`src/rtl/core/blpb_pkg.sv`:
```
// Shared types, widths and constants for the band level and peak ballistics block.
`timescale 1ns / 1ps

package blpb_pkg;

    // Field widths
    localparam int BAND_W  = 5;
    localparam int LVL_W   = 16;
    localparam int TICK_W  = 15;
    localparam int RATE_W  = 16;
    localparam int AGE_W   = 20;
    localparam int DEC_W   = 15;
    localparam int CFG_IDX_W  = 3;
    localparam int CFG_DATA_W = 20;

    // Default number of bands held in the store
    localparam int NUM_BANDS_DEF = 32;

    // Longest tick that is honoured (0.25 s) and the ceiling of the peak age
    localparam logic [TICK_W-1:0] MAX_TICK = 15'd16384;
    localparam logic [AGE_W-1:0]  AGE_MAX  = 20'hFFFFF;

    // Store contents after reset
    localparam logic signed [LVL_W-1:0] LVL_RESET = -16'sd25600;

    // Configuration register indexes
    localparam logic [CFG_IDX_W-1:0] REG_FALL_RATE      = 3'd0;
    localparam logic [CFG_IDX_W-1:0] REG_PEAK_FALL_RATE = 3'd1;
    localparam logic [CFG_IDX_W-1:0] REG_HOLD_TIME      = 3'd2;
    localparam logic [CFG_IDX_W-1:0] REG_FLOOR_LEVEL    = 3'd3;
    localparam logic [CFG_IDX_W-1:0] REG_CEILING_LEVEL  = 3'd4;

    // Configuration register reset values
    localparam logic [RATE_W-1:0]       FALL_RATE_RST      = 16'd10240;
    localparam logic [RATE_W-1:0]       PEAK_FALL_RATE_RST = 16'd6400;
    localparam logic [AGE_W-1:0]        HOLD_TIME_RST      = 20'd52429;
    localparam logic signed [LVL_W-1:0] FLOOR_LEVEL_RST    = -16'sd25600;
    localparam logic signed [LVL_W-1:0] CEILING_LEVEL_RST  = 16'sd0;

    // Current configuration
    typedef struct packed {
        logic [RATE_W-1:0]       fall_rate;
        logic [RATE_W-1:0]       peak_fall_rate;
        logic [AGE_W-1:0]        hold_time;
        logic signed [LVL_W-1:0] floor_level;
        logic signed [LVL_W-1:0] ceiling_level;
    } t_cfg;

    // Per-band ballistics state
    typedef struct packed {
        logic signed [LVL_W-1:0] level;
        logic signed [LVL_W-1:0] peak;
        logic [AGE_W-1:0]        age;
    } t_band_state;

    localparam t_band_state BAND_STATE_RST = '{level: LVL_RESET, peak: LVL_RESET, age: '0};

endpackage

```
`src/rtl/core/band_level_peak_ballistics.sv`:
```
// Top level of the per-band meter ballistics block with peak hold and decay.
`timescale 1ns / 1ps

// One band update is accepted every clock cycle while the output side does not
// stall, and each beat gives one result beat through the update stage registers
// and then the result register. The band state lives in a memory with a registered
// read; the update of a band is a read-modify-write, and a beat for the same band as
// the one just before it takes the freshly written state from a forwarding register.
// Entries read as LVL_RESET and zero age until first written, so no clearing pass runs
// after reset. Levels are Q8.8 dB, times are in 1/65536 s; ticks above 0.25 s
// count as 0.25 s. A band index at or above NUM_BANDS changes nothing and
// returns the floor level for both level and peak.

module band_level_peak_ballistics
    import blpb_pkg::*;
#(
    parameter int NUM_BANDS = NUM_BANDS_DEF
) (
    input  logic                  i_clk,
    input  logic                  i_rst_n,
    // Configuration write channel
    input  logic                  i_cfg_valid,
    output logic                  o_cfg_ready,
    input  logic [CFG_IDX_W-1:0]  i_cfg_index,
    input  logic [CFG_DATA_W-1:0] i_cfg_data,
    // Input stream
    input  logic                  i_s_tvalid,
    output logic                  o_s_tready,
    // tdata: band [4:0], target_level [20:5], tick_time [35:21], zero [39:36]
    input  logic [39:0]           i_s_tdata,
    // tuser: new_audio [0]
    input  logic                  i_s_tuser,
    // Result stream
    output logic                  o_m_tvalid,
    input  logic                  i_m_tready,
    // tdata: band_out [4:0], level_out [20:5], peak_out [36:21], zero [39:37]
    output logic [39:0]           o_m_tdata
);

    localparam int BAND_IDX_W = (NUM_BANDS > 1) ? $clog2(NUM_BANDS) : 1;

    t_cfg cfg;

    logic [BAND_W-1:0]       in_band;
    logic signed [LVL_W-1:0] in_target;
    logic [TICK_W-1:0]       in_tick;
    logic [TICK_W-1:0]       tick_sat;
    logic signed [LVL_W-1:0] target_sel;
    logic                    in_range;
    logic [31:0]             fall_prod;
    logic [31:0]             pfall_prod;

    logic s_acc;
    logic out_free;
    logic s1_move;

    // Update stage registers
    logic                    r_s1_valid;
    logic [BAND_W-1:0]       r_s1_band;
    logic                    r_s1_inrange;
    logic signed [LVL_W-1:0] r_s1_target;
    logic [TICK_W-1:0]       r_s1_tick;
    logic [DEC_W-1:0]        r_s1_dec;
    logic [DEC_W-1:0]        r_s1_pdec;
    logic                    r_fwd_hit;
    t_band_state             r_fwd_state;

    // Result register
    logic                    r_out_valid;
    logic [BAND_W-1:0]       r_out_band;
    logic signed [LVL_W-1:0] r_out_level;
    logic signed [LVL_W-1:0] r_out_peak;

    t_band_state mem_state;
    t_band_state cur_state;
    t_band_state upd_state;

    blpb_cfg_regs u_cfg_regs (
        .i_clk       (i_clk),
        .i_rst_n     (i_rst_n),
        .i_cfg_valid (i_cfg_valid),
        .o_cfg_ready (o_cfg_ready),
        .i_cfg_index (i_cfg_index),
        .i_cfg_data  (i_cfg_data),
        .o_cfg       (cfg)
    );

    // Beat unpacking, tick saturation and the floor for stale targets
    assign in_band    = i_s_tdata[4:0];
    assign in_target  = $signed(i_s_tdata[20:5]);
    assign in_tick    = i_s_tdata[35:21];
    assign tick_sat   = (in_tick > MAX_TICK) ? MAX_TICK : in_tick;
    assign target_sel = i_s_tuser ? in_target : cfg.floor_level;
    assign in_range   = (32'(in_band) < NUM_BANDS);

    // Fall amounts, rounded half up to Q8.8; they depend only on rate and tick.
    assign fall_prod  = 32'(cfg.fall_rate) * 32'(tick_sat) + 32'd32768;
    assign pfall_prod = 32'(cfg.peak_fall_rate) * 32'(tick_sat) + 32'd32768;

    // Handshake: the result register parts the update stage from the output.
    assign out_free   = !r_out_valid || i_m_tready;
    assign s1_move    = r_s1_valid && out_free;
    assign o_s_tready = !r_s1_valid || out_free;
    assign s_acc      = i_s_tvalid && o_s_tready;

    blpb_state_mem #(
        .NUM_BANDS (NUM_BANDS)
    ) u_state_mem (
        .i_clk      (i_clk),
        .i_rst_n    (i_rst_n),
        .i_rd_en    (s_acc),
        .i_rd_idx   (BAND_IDX_W'(in_band)),
        .o_rd_state (mem_state),
        .i_wr_en    (s1_move && r_s1_inrange),
        .i_wr_idx   (BAND_IDX_W'(r_s1_band)),
        .i_wr_state (upd_state)
    );

    // Update stage control
    always_ff @(posedge i_clk) begin
        if (!i_rst_n) begin
            r_s1_valid <= 1'b0;
        end else if (s_acc) begin
            r_s1_valid <= 1'b1;
        end else if (s1_move) begin
            r_s1_valid <= 1'b0;
        end
    end

    // Update stage payload; a beat for the band being written takes forwarded state.
    always_ff @(posedge i_clk) begin
        if (s_acc) begin
            r_s1_band    <= in_band;
            r_s1_inrange <= in_range;
            r_s1_target  <= target_sel;
            r_s1_tick    <= tick_sat;
            r_s1_dec     <= fall_prod[30:16];
            r_s1_pdec    <= pfall_prod[30:16];
            r_fwd_hit    <= s1_move && r_s1_inrange && (r_s1_band == in_band);
        end
        if (s1_move) begin
            r_fwd_state <= upd_state;
        end
    end

    assign cur_state = r_fwd_hit ? r_fwd_state : mem_state;

    blpb_update u_update (
        .i_cfg    (cfg),
        .i_state  (cur_state),
        .i_target (r_s1_target),
        .i_tick   (r_s1_tick),
        .i_dec    (r_s1_dec),
        .i_pdec   (r_s1_pdec),
        .o_state  (upd_state)
    );

    // Result register control
    always_ff @(posedge i_clk) begin
        if (!i_rst_n) begin
            r_out_valid <= 1'b0;
        end else if (s1_move) begin
            r_out_valid <= 1'b1;
        end else if (i_m_tready) begin
            r_out_valid <= 1'b0;
        end
    end

    // Result payload; out-of-range bands report the floor level.
    always_ff @(posedge i_clk) begin
        if (s1_move) begin
            r_out_band  <= r_s1_band;
            r_out_level <= r_s1_inrange ? upd_state.level : cfg.floor_level;
            r_out_peak  <= r_s1_inrange ? upd_state.peak  : cfg.floor_level;
        end
    end

    assign o_m_tvalid = r_out_valid;
    assign o_m_tdata  = {3'b000, r_out_peak, r_out_level, r_out_band};

endmodule

```
`src/rtl/core/blpb_cfg_regs.sv`:
```
// Configuration register file for the band level and peak ballistics block.
`timescale 1ns / 1ps

module blpb_cfg_regs
    import blpb_pkg::*;
(
    input  logic                  i_clk,
    input  logic                  i_rst_n,
    input  logic                  i_cfg_valid,
    output logic                  o_cfg_ready,
    input  logic [CFG_IDX_W-1:0]  i_cfg_index,
    input  logic [CFG_DATA_W-1:0] i_cfg_data,
    output t_cfg                  o_cfg
);

    t_cfg r_cfg;
    t_cfg n_cfg;

    // Writes are always taken at once.
    assign o_cfg_ready = 1'b1;

    // Register decode; indexes beyond the list are ignored.
    always_comb begin
        n_cfg = r_cfg;
        if (i_cfg_valid) begin
            unique case (i_cfg_index)
                REG_FALL_RATE:      n_cfg.fall_rate      = i_cfg_data[RATE_W-1:0];
                REG_PEAK_FALL_RATE: n_cfg.peak_fall_rate = i_cfg_data[RATE_W-1:0];
                REG_HOLD_TIME:      n_cfg.hold_time      = i_cfg_data[AGE_W-1:0];
                REG_FLOOR_LEVEL:    n_cfg.floor_level    = $signed(i_cfg_data[LVL_W-1:0]);
                REG_CEILING_LEVEL:  n_cfg.ceiling_level  = $signed(i_cfg_data[LVL_W-1:0]);
                default:            n_cfg = r_cfg;
            endcase
        end
    end

    // Register storage.
    always_ff @(posedge i_clk) begin
        if (!i_rst_n) begin
            r_cfg.fall_rate      <= FALL_RATE_RST;
            r_cfg.peak_fall_rate <= PEAK_FALL_RATE_RST;
            r_cfg.hold_time      <= HOLD_TIME_RST;
            r_cfg.floor_level    <= FLOOR_LEVEL_RST;
            r_cfg.ceiling_level  <= CEILING_LEVEL_RST;
        end else begin
            r_cfg <= n_cfg;
        end
    end

    assign o_cfg = r_cfg;

endmodule

```
`src/rtl/core/blpb_state_mem.sv`:
```
// Per-band state memory with registered read and per-entry valid bits.
`timescale 1ns / 1ps

module blpb_state_mem
    import blpb_pkg::*;
#(
    parameter int NUM_BANDS = NUM_BANDS_DEF,
    localparam int BAND_IDX_W = (NUM_BANDS > 1) ? $clog2(NUM_BANDS) : 1
) (
    input  logic                  i_clk,
    input  logic                  i_rst_n,
    input  logic                  i_rd_en,
    input  logic [BAND_IDX_W-1:0] i_rd_idx,
    output t_band_state           o_rd_state,
    input  logic                  i_wr_en,
    input  logic [BAND_IDX_W-1:0] i_wr_idx,
    input  t_band_state           i_wr_state
);

    t_band_state          r_mem [NUM_BANDS];
    t_band_state          r_rd_data;
    logic                 r_rd_vld;
    logic [NUM_BANDS-1:0] r_valid;

    // Memory write port.
    always_ff @(posedge i_clk) begin
        if (i_wr_en) begin
            r_mem[i_wr_idx] <= i_wr_state;
        end
    end

    // Memory read port with registered data.
    always_ff @(posedge i_clk) begin
        if (i_rd_en) begin
            r_rd_data <= r_mem[i_rd_idx];
            r_rd_vld  <= r_valid[i_rd_idx];
        end
    end

    // Valid bits: an entry never written reads as the reset state.
    always_ff @(posedge i_clk) begin
        if (!i_rst_n) begin
            r_valid <= '0;
        end else if (i_wr_en) begin
            r_valid[i_wr_idx] <= 1'b1;
        end
    end

    assign o_rd_state = r_rd_vld ? r_rd_data : BAND_STATE_RST;

endmodule

```
`src/rtl/core/blpb_update.sv`:
```
// Level fall, clamp, peak hold and peak fall for one band update.
`timescale 1ns / 1ps

module blpb_update
    import blpb_pkg::*;
(
    input  t_cfg                    i_cfg,
    input  t_band_state             i_state,
    input  logic signed [LVL_W-1:0] i_target,
    input  logic [TICK_W-1:0]       i_tick,
    input  logic [DEC_W-1:0]        i_dec,
    input  logic [DEC_W-1:0]        i_pdec,
    output t_band_state             o_state
);

    logic signed [17:0]      lvl_dec;
    logic signed [17:0]      cand_max;
    logic signed [17:0]      cand_floor;
    logic signed [17:0]      cand_ceil;
    logic signed [LVL_W-1:0] lvl_new;
    logic [AGE_W:0]          age_sum;
    logic [AGE_W-1:0]        age_sat;
    logic signed [16:0]      pk_dec;
    logic signed [16:0]      lvl_new_ext;

    // Displayed level: decayed old level against target, then floor, then ceiling.
    always_comb begin
        lvl_dec    = 18'(i_state.level) - $signed({3'b000, i_dec});
        cand_max   = (18'(i_target) > lvl_dec) ? 18'(i_target) : lvl_dec;
        cand_floor = (cand_max < 18'(i_cfg.floor_level)) ? 18'(i_cfg.floor_level) : cand_max;
        cand_ceil  = (cand_floor > 18'(i_cfg.ceiling_level)) ?
                     18'(i_cfg.ceiling_level) : cand_floor;
        lvl_new    = cand_ceil[LVL_W-1:0];
    end

    // Peak: follow the level upward, otherwise age and fall after the hold time.
    always_comb begin
        age_sum     = {1'b0, i_state.age} + (AGE_W+1)'(i_tick);
        age_sat     = (age_sum > (AGE_W+1)'(AGE_MAX)) ? AGE_MAX : age_sum[AGE_W-1:0];
        pk_dec      = 17'(i_state.peak) - $signed({2'b00, i_pdec});
        lvl_new_ext = 17'(lvl_new);
        o_state.level = lvl_new;
        if (lvl_new >= i_state.peak) begin
            o_state.peak = lvl_new;
            o_state.age  = '0;
        end else begin
            o_state.age = age_sat;
            if (age_sat > i_cfg.hold_time) begin
                o_state.peak = (pk_dec < lvl_new_ext) ? lvl_new : pk_dec[LVL_W-1:0];
            end else begin
                o_state.peak = i_state.peak;
            end
        end
    end

endmodule

```
`config.mk`:
```
export PLATFORM = sky130hd
export DESIGN_NAME = band_level_peak_ballistics
export DESIGN_NICKNAME = d
export VERILOG_FILES = /design/src/rtl/core/blpb_pkg.sv /design/src/rtl/core/band_level_peak_ballistics.sv /design/src/rtl/core/blpb_cfg_regs.sv /design/src/rtl/core/blpb_state_mem.sv /design/src/rtl/core/blpb_update.sv
export SDC_FILE = /design/constraint.sdc
export NUM_CORES = 2
export LEC_CHECK = 0
export ABC_AREA = 0
export BUFFER_PORTS_ARGS = -buffer_cell sky130_fd_sc_hd__buf_2
export CAP_MARGIN = 20
export CORE_ASPECT_RATIO = 0.8
export CORE_MARGIN = 2
export CORE_UTILIZATION = 55
export CTS_BUF_LIST = sky130_fd_sc_hd__clkbuf_8
export DETAILED_ROUTE_END_ITERATION = 16
export PLACE_DENSITY = 0.71
export REMOVE_ABC_BUFFERS = 1
export SYNTH_ARGS = -nofsm -noshare
export SYNTH_HDL_FRONTEND = slang
export SYNTH_SLANG_ARGS = --single-unit
```
`constraint.sdc`:
```
create_clock -name i_clk -period 30.8 [get_ports i_clk]
set_input_delay 3.08 -clock i_clk [delete_from_list [all_inputs] [get_ports i_clk]]
set_output_delay 3.08 -clock i_clk [all_outputs]
set_load 0.02 [all_outputs]
```
Word level (Yosys, flattened, before mapping)
Memories as Yosys holds them, arrays and structs flattened. A register that Yosys moved wholly into a read port is not among the register bits.
Cells that the tools add are included.
W data, S select, Z words.
{"block": "classes", "order_cmp": 11, "bitwise_logic": 1, "eq_ne": 5, "mux": 21, "shift": 0, "n_mul": 2, "addsub": 5, "n_div": 0, "n_reduce_logical": 16}
{"cell": "$mux W52", "n": 2}
{"cell": "$mux W16", "n": 4}
{"cell": "$add A31 B16 Y31 const B", "n": 2}
{"cell": "$mul A16 B15 Y31", "n": 2}
{"cell": "$mux W18", "n": 2}
{"cell": "$mux W36", "n": 1}
{"cell": "$sub A16 B16 Y17", "n": 2}
{"cell": "$or A32 B32 Y32", "n": 1}
{"cell": "$add A20 B15 Y21", "n": 1}
{"cell": "$gt A21 B20 Y1 const B", "n": 1}
{"cell": "$gt A20 B20 Y1", "n": 1}
{"cell": "$mux W20", "n": 1}
{"cell": "$gt A18 B16 Y1", "n": 1}
{"cell": "$lt A18 B16 Y1", "n": 1}
{"cell": "$gt A16 B17 Y1", "n": 1}
{"cell": "$lt A17 B16 Y1", "n": 1}
{"cell": "$ge A16 B16 Y1", "n": 1}
{"cell": "$gt A15 B15 Y1 const B", "n": 1}
{"cell": "$mux W15", "n": 1}
{"cell": "$lt A5 B6 Y1 const B", "n": 2}
{"cell": "$reduce_and A2 Y1", "n": 5}
{"cell": "$mux W1", "n": 8}
{"cell": "$eq A3 B2 Y1 const B", "n": 2}
{"cell": "$bmux W1 S5", "n": 1}
{"cell": "other kinds (10)", "n": 16}
{"block": "word_totals", "latch_bits": 0, "ram_bits": 1664, "wordCells": 81, "mem_bits_ro": 0, "n_memories": 1, "inputBits": 69, "ff_bits": 243}
{"name": "u_state_mem.r_mem", "words": 32, "width": 52, "read_ports": 1, "rd_ports_with_merged_regs": 1, "write_ports": 1, "line": "blpb_state_mem.sv:20", "source": "t_band_state r_mem [NUM_BANDS];"}

Logic depth before layout (Yosys ltp)
{"block": "depth", "word_depth": 13, "ltp_mapped": 62}

Modules after synthesis
From an unflattened synthesis, not the netlist that was laid out.
{"block": "unflattened", "cells_unflattened": 7117, "area_unflattened_um2": 97758.8}
{"mod": "blpb_state_mem", "cells_per_inst": 3803, "instances": 1, "area_per_inst_um2": 67487.2}
{"mod": "band_level_peak_ballistics", "cells_per_inst": 2104, "instances": 1, "area_per_inst_um2": 20820.0}
{"mod": "blpb_update", "cells_per_inst": 895, "instances": 1, "area_per_inst_um2": 6224.7}
{"mod": "blpb_cfg_regs", "cells_per_inst": 315, "instances": 1, "area_per_inst_um2": 3226.8}

Worst setup path before layout
Ideal clock, no wire load.
{"block": "synth_path", "path_type": "flip-flop to flip-flop", "from": "register r_fwd_hit", "to": "register r_out_peak[12], data pin", "stages_incl_launch_ff": 54, "required_ns": 30.404, "arrival_time_ns": 12.839, "path_slack_ns": 17.565, "setup_ns": 0.396, "cell_sequence": "edfxtp_1 clkbuf_1 nor2b_1 clkbuf_1 clkbuf_1 buf_1 a22o_1 ha_1 a211o_1 a21oi_1 o21ai_1 o41ai_2 o21bai_1 a21oi_1 xnor2_1 ha_1 a21o_1 a2111o_1 [18 not listed] o211ai_1 o211ai_1 a211oi_1 o22ai_1 clkbuf_1 o31ai_1 ha_1 nor3b_1 nor2_1 a21oi_1 nand2b_1 o221ai_1 a221oi_1 o21a_1 nand3_2 nand2b_1 buf_2 o221ai_1"}
{"item": "from (decl)", "line": "band_level_peak_ballistics.sv:65", "source": "logic r_fwd_hit;"}
{"item": "from (signal assigned)", "line": "band_level_peak_ballistics.sv:139", "source": "r_fwd_hit <= s1_move && r_s1_inrange && (r_s1_band == in_band);"}
{"item": "to (signal assigned)", "line": "band_level_peak_ballistics.sv:174", "source": "r_out_peak <= r_s1_inrange ? upd_state.peak : cfg.floor_level;"}
{"item": "to (decl)", "line": "band_level_peak_ballistics.sv:72", "source": "logic signed [LVL_W-1:0] r_out_peak;"}

==> reports/metrics.cfg <==
[outcome]
status = complete, no violations

[global_routing]
globalRouteOverflowTotal = 0
grt_use_met1_pct = 40.6
grt_pass1_vias = 53500
grt_max_degree = 82
grt_usage_pct = 27.6
use_met3_pct = 5.32
grt_pass1_wl_um = 351000
antenna_found_initial = 5
grt-busiest-layer = met2
grt_use_met2_pct = 41.9

[clock_tree]
hold_buffers = 0
ctsResizeCount = 0
clk_latency_ns = 1.04
root_buffer = clkbuf_8
cts_sinks = 1959
h-tree-depth = 5
path_clk_slew_ns = 0.07
cts_tree = built
cts_buffer_depth = 4
cts_buffers = 301
cts_setup_buffers = 0

[yosys]
netlist_instances = 5867
ys_types = 86
synth_ff_type = edfxtp_1
syn_area_um2 = 94800
seq_area_frac_synth_pct = 60.8
synth_warnings = 0
synth_edf_count = 1841
synthArstFlopShare_pct = 0
postSynthAreaPerCell_um2 = 16.2
ys_ff_latch = 1959

[detailed_routing]
vias_per_cell = 6.19
drt_iter0_markers = 6369
drtPass1Iterations = 6
wl_per_cell_um = 27.9
route.detailed.drc = 0
wl_um = 239000
num_vias = 53100
final_antenna_net_count = 0

[die]
die_area_um2 = 176000
fp.dieH_um = 375
num_rows = 136
io_pins = 112
die_w_um = 468
start_util_pct = 55.3
core_area_um2 = 172000

[final_layout]
nFillCells = 12500
mostFrequentLayoutCell = edfxtp_1
instances_no_fill = 8585
syn_to_final_growth_pct = 9.75
drive_gt1_share_pct = 20.4
fin_nets = 6886
mostFrequentLayoutCells = edfxtp_1, inv_1, nand2_1

[worst_setup_path]
cp_max_fo = 34
critPathCaptureType = flip-flop
critPathKind = reg2reg
cp_slowest_cell = o22a_1
critPathArrivalTime_ns = 17.45
cpMostUsedCell = ha_1
cpPeakStageDelay_ns = 0.96
required_ns = 31.41
critPathLaunchType = flip-flop

[sta]
fmax_mhz = 59.4
finalCritPeriodShare_pct = 54.7
slew_headroom_pct = 18.6
maxSlewViolCount = 0
min_period_ns = 16.84
setup_tns_ns = 0
hold_viol = 0
tightest_slew_ns = 1.22
setup_viol = 0
clock_skew_ns = 0.101
rsz0062_at_grt = no
whs_ns = 0.466

[power]
power.density_nw_per_um2 = 73.8
fin_total_pwr_w = 0.00768
vdd_ir_drop_max_uv = 107
p_leak_nw = 38.4

[placed_design]
place_inst = 8054
port_buffers = 103
gp_congestion = 0.910
detailed_place_hpwl_um = 145000

[hold_path]
hp-class = reg2reg

[job]
max-cap-violations = 0

==> cells by family after synthesis <==
| kind of cell | share of synthesized area, % |
|---|---|
| xor gates and xnor gates | 0.675 |
| and+or+nand+nor | 5.15 |
| DFF | 60.8 |
| buffers and inverters | 3.84 |
| AOI/OAI and AO/OA | 3.82 |
| other | 0.00792 |
| muxes | 13.3 |
| adders and majority gates | 12.4 |
==> worst paths after layout <==
check	from	endpoint	slack (ns)	cells after the start
worst max register to register	r_fwd_hit	u_state_mem.r_mem[12][29]	13.96	48
worst min-delay path	u_state_mem.r_valid[26]	u_state_mem.r_valid[26]	0.47	1
worst min register to register	u_state_mem.r_valid[26]	u_state_mem.r_valid[26]	0.47	1
worst max-delay path	r_fwd_hit	u_state_mem.r_mem[12][29]	13.96	48
==> stage by stage <==
| step | setup slack (ns) | util, % | instance area [um^2] |
|---|---|---|---|
| after detailed placement | 14.28 | 57.3 | 98200 |
| after global routing | 13.04 | 60.6 | 104000 |
| after floorplan | 15.74 | - | 93500 |
| after CTS | 14.25 | 60.4 | 104000 |
| final | 13.96 | 60.6 | 104000 |
| after global placement | 14.58 | 57.2 | 98200 |
==> state kept, by name, indices dropped and copies added (netlist names), 16 cells and up <==
name and count:
r_out_level 16, r_s1_target 16, r_out_peak 16, u_state_mem.r_mem 1664, u_state_mem.r_rd_data 52, r_fwd_state 20
u_state_mem.r_valid 32, u_cfg_regs.o_cfg 84
==> cell type report <==
cell class | instances | area (um^2) | area share, %
Inverter | 614 | 2310 | 2.22
Antenna cell | 5 | 12.5 | 0.0120
Clock buffer | 310 | 4270 | 4.10
Tap cell | 2277 | 2850 | 2.74
Sequential cell | 1959 | 57600 | 55.4
Timing Repair Buffer | 241 | 1950 | 1.87
Multi-Input combinational cell | 2982 | 33900 | 32.6
Clock inverter | 197 | 1050 | 1.01
==> critical path: cells and delay by family, from the launching register on <==
family / cells / cell delay [ns]
buffers and inverters: 5 / 1.53
muxes: 1 / 0.40
AOI/OAI and AO/OA: 20 / 7.46
DFF: 1 / 0.34
and+or+nand+nor: 15 / 4.13
adders and majority gates: 6 / 2.31
xor gates and xnor gates: 1 / 0.18
==> cells in the mapped netlist (5+ instances only) <==
cell	number	area share, %
a31oi_1	7	0.046
and2_1	128	0.84
nand2b_1	9	0.059
nor3_1	30	0.16
a211oi_1	8	0.063
a211o_1	10	0.092
nor4_1	7	0.046
a221oi_1	5	0.046
nand4_1	35	0.23
o22ai_1	6	0.040
buf_1	39	0.15
or3_1	12	0.079
xnor2_1	52	0.48
o21ai_0	52	0.27
mux4_2	530	13
dfxtp_1	118	2.5
nor2_1	123	0.49
a21oi_1	96	0.51
o211ai_1	33	0.26
nand3_1	48	0.25
edfxtp_1	1841	58
clkbuf_1	230	0.91
mux2_2	60	0.71
o31ai_1	7	0.055
nand2_1	616	2.4
nand3b_1	5	0.040
o221ai_1	12	0.11
a21boi_0	66	0.52
buf_2	8	0.042
o21ai_1	8	0.042
ha_1	355	4.7
o21bai_1	12	0.095
a21o_1	37	0.29
xor2_1	21	0.19
fa_1	363	7.7
a22oi_1	14	0.11
a22o_1	27	0.25
or2_2	8	0.053
buf_4	36	0.29
inv_1	610	2.4
o21a_1	57	0.45
nor2b_1	33	0.22
and3_1	22	0.15
==> routing by layer <==
metal,share of wire [%],vias up
li1,-,22300
met1,41,27700
met2,46,2778
met3,10,381
met4,2.9,2
met5,0.0054,-
==> power breakdown <==
group	switching [W]	internal [W]	leakage, nW
combinational	0.00138	0.000565	17.3
clock	0.000974	0.00101	3.09
sequential	0.0000411	0.00372	18.0
Power figures use the tool's default switching activity.
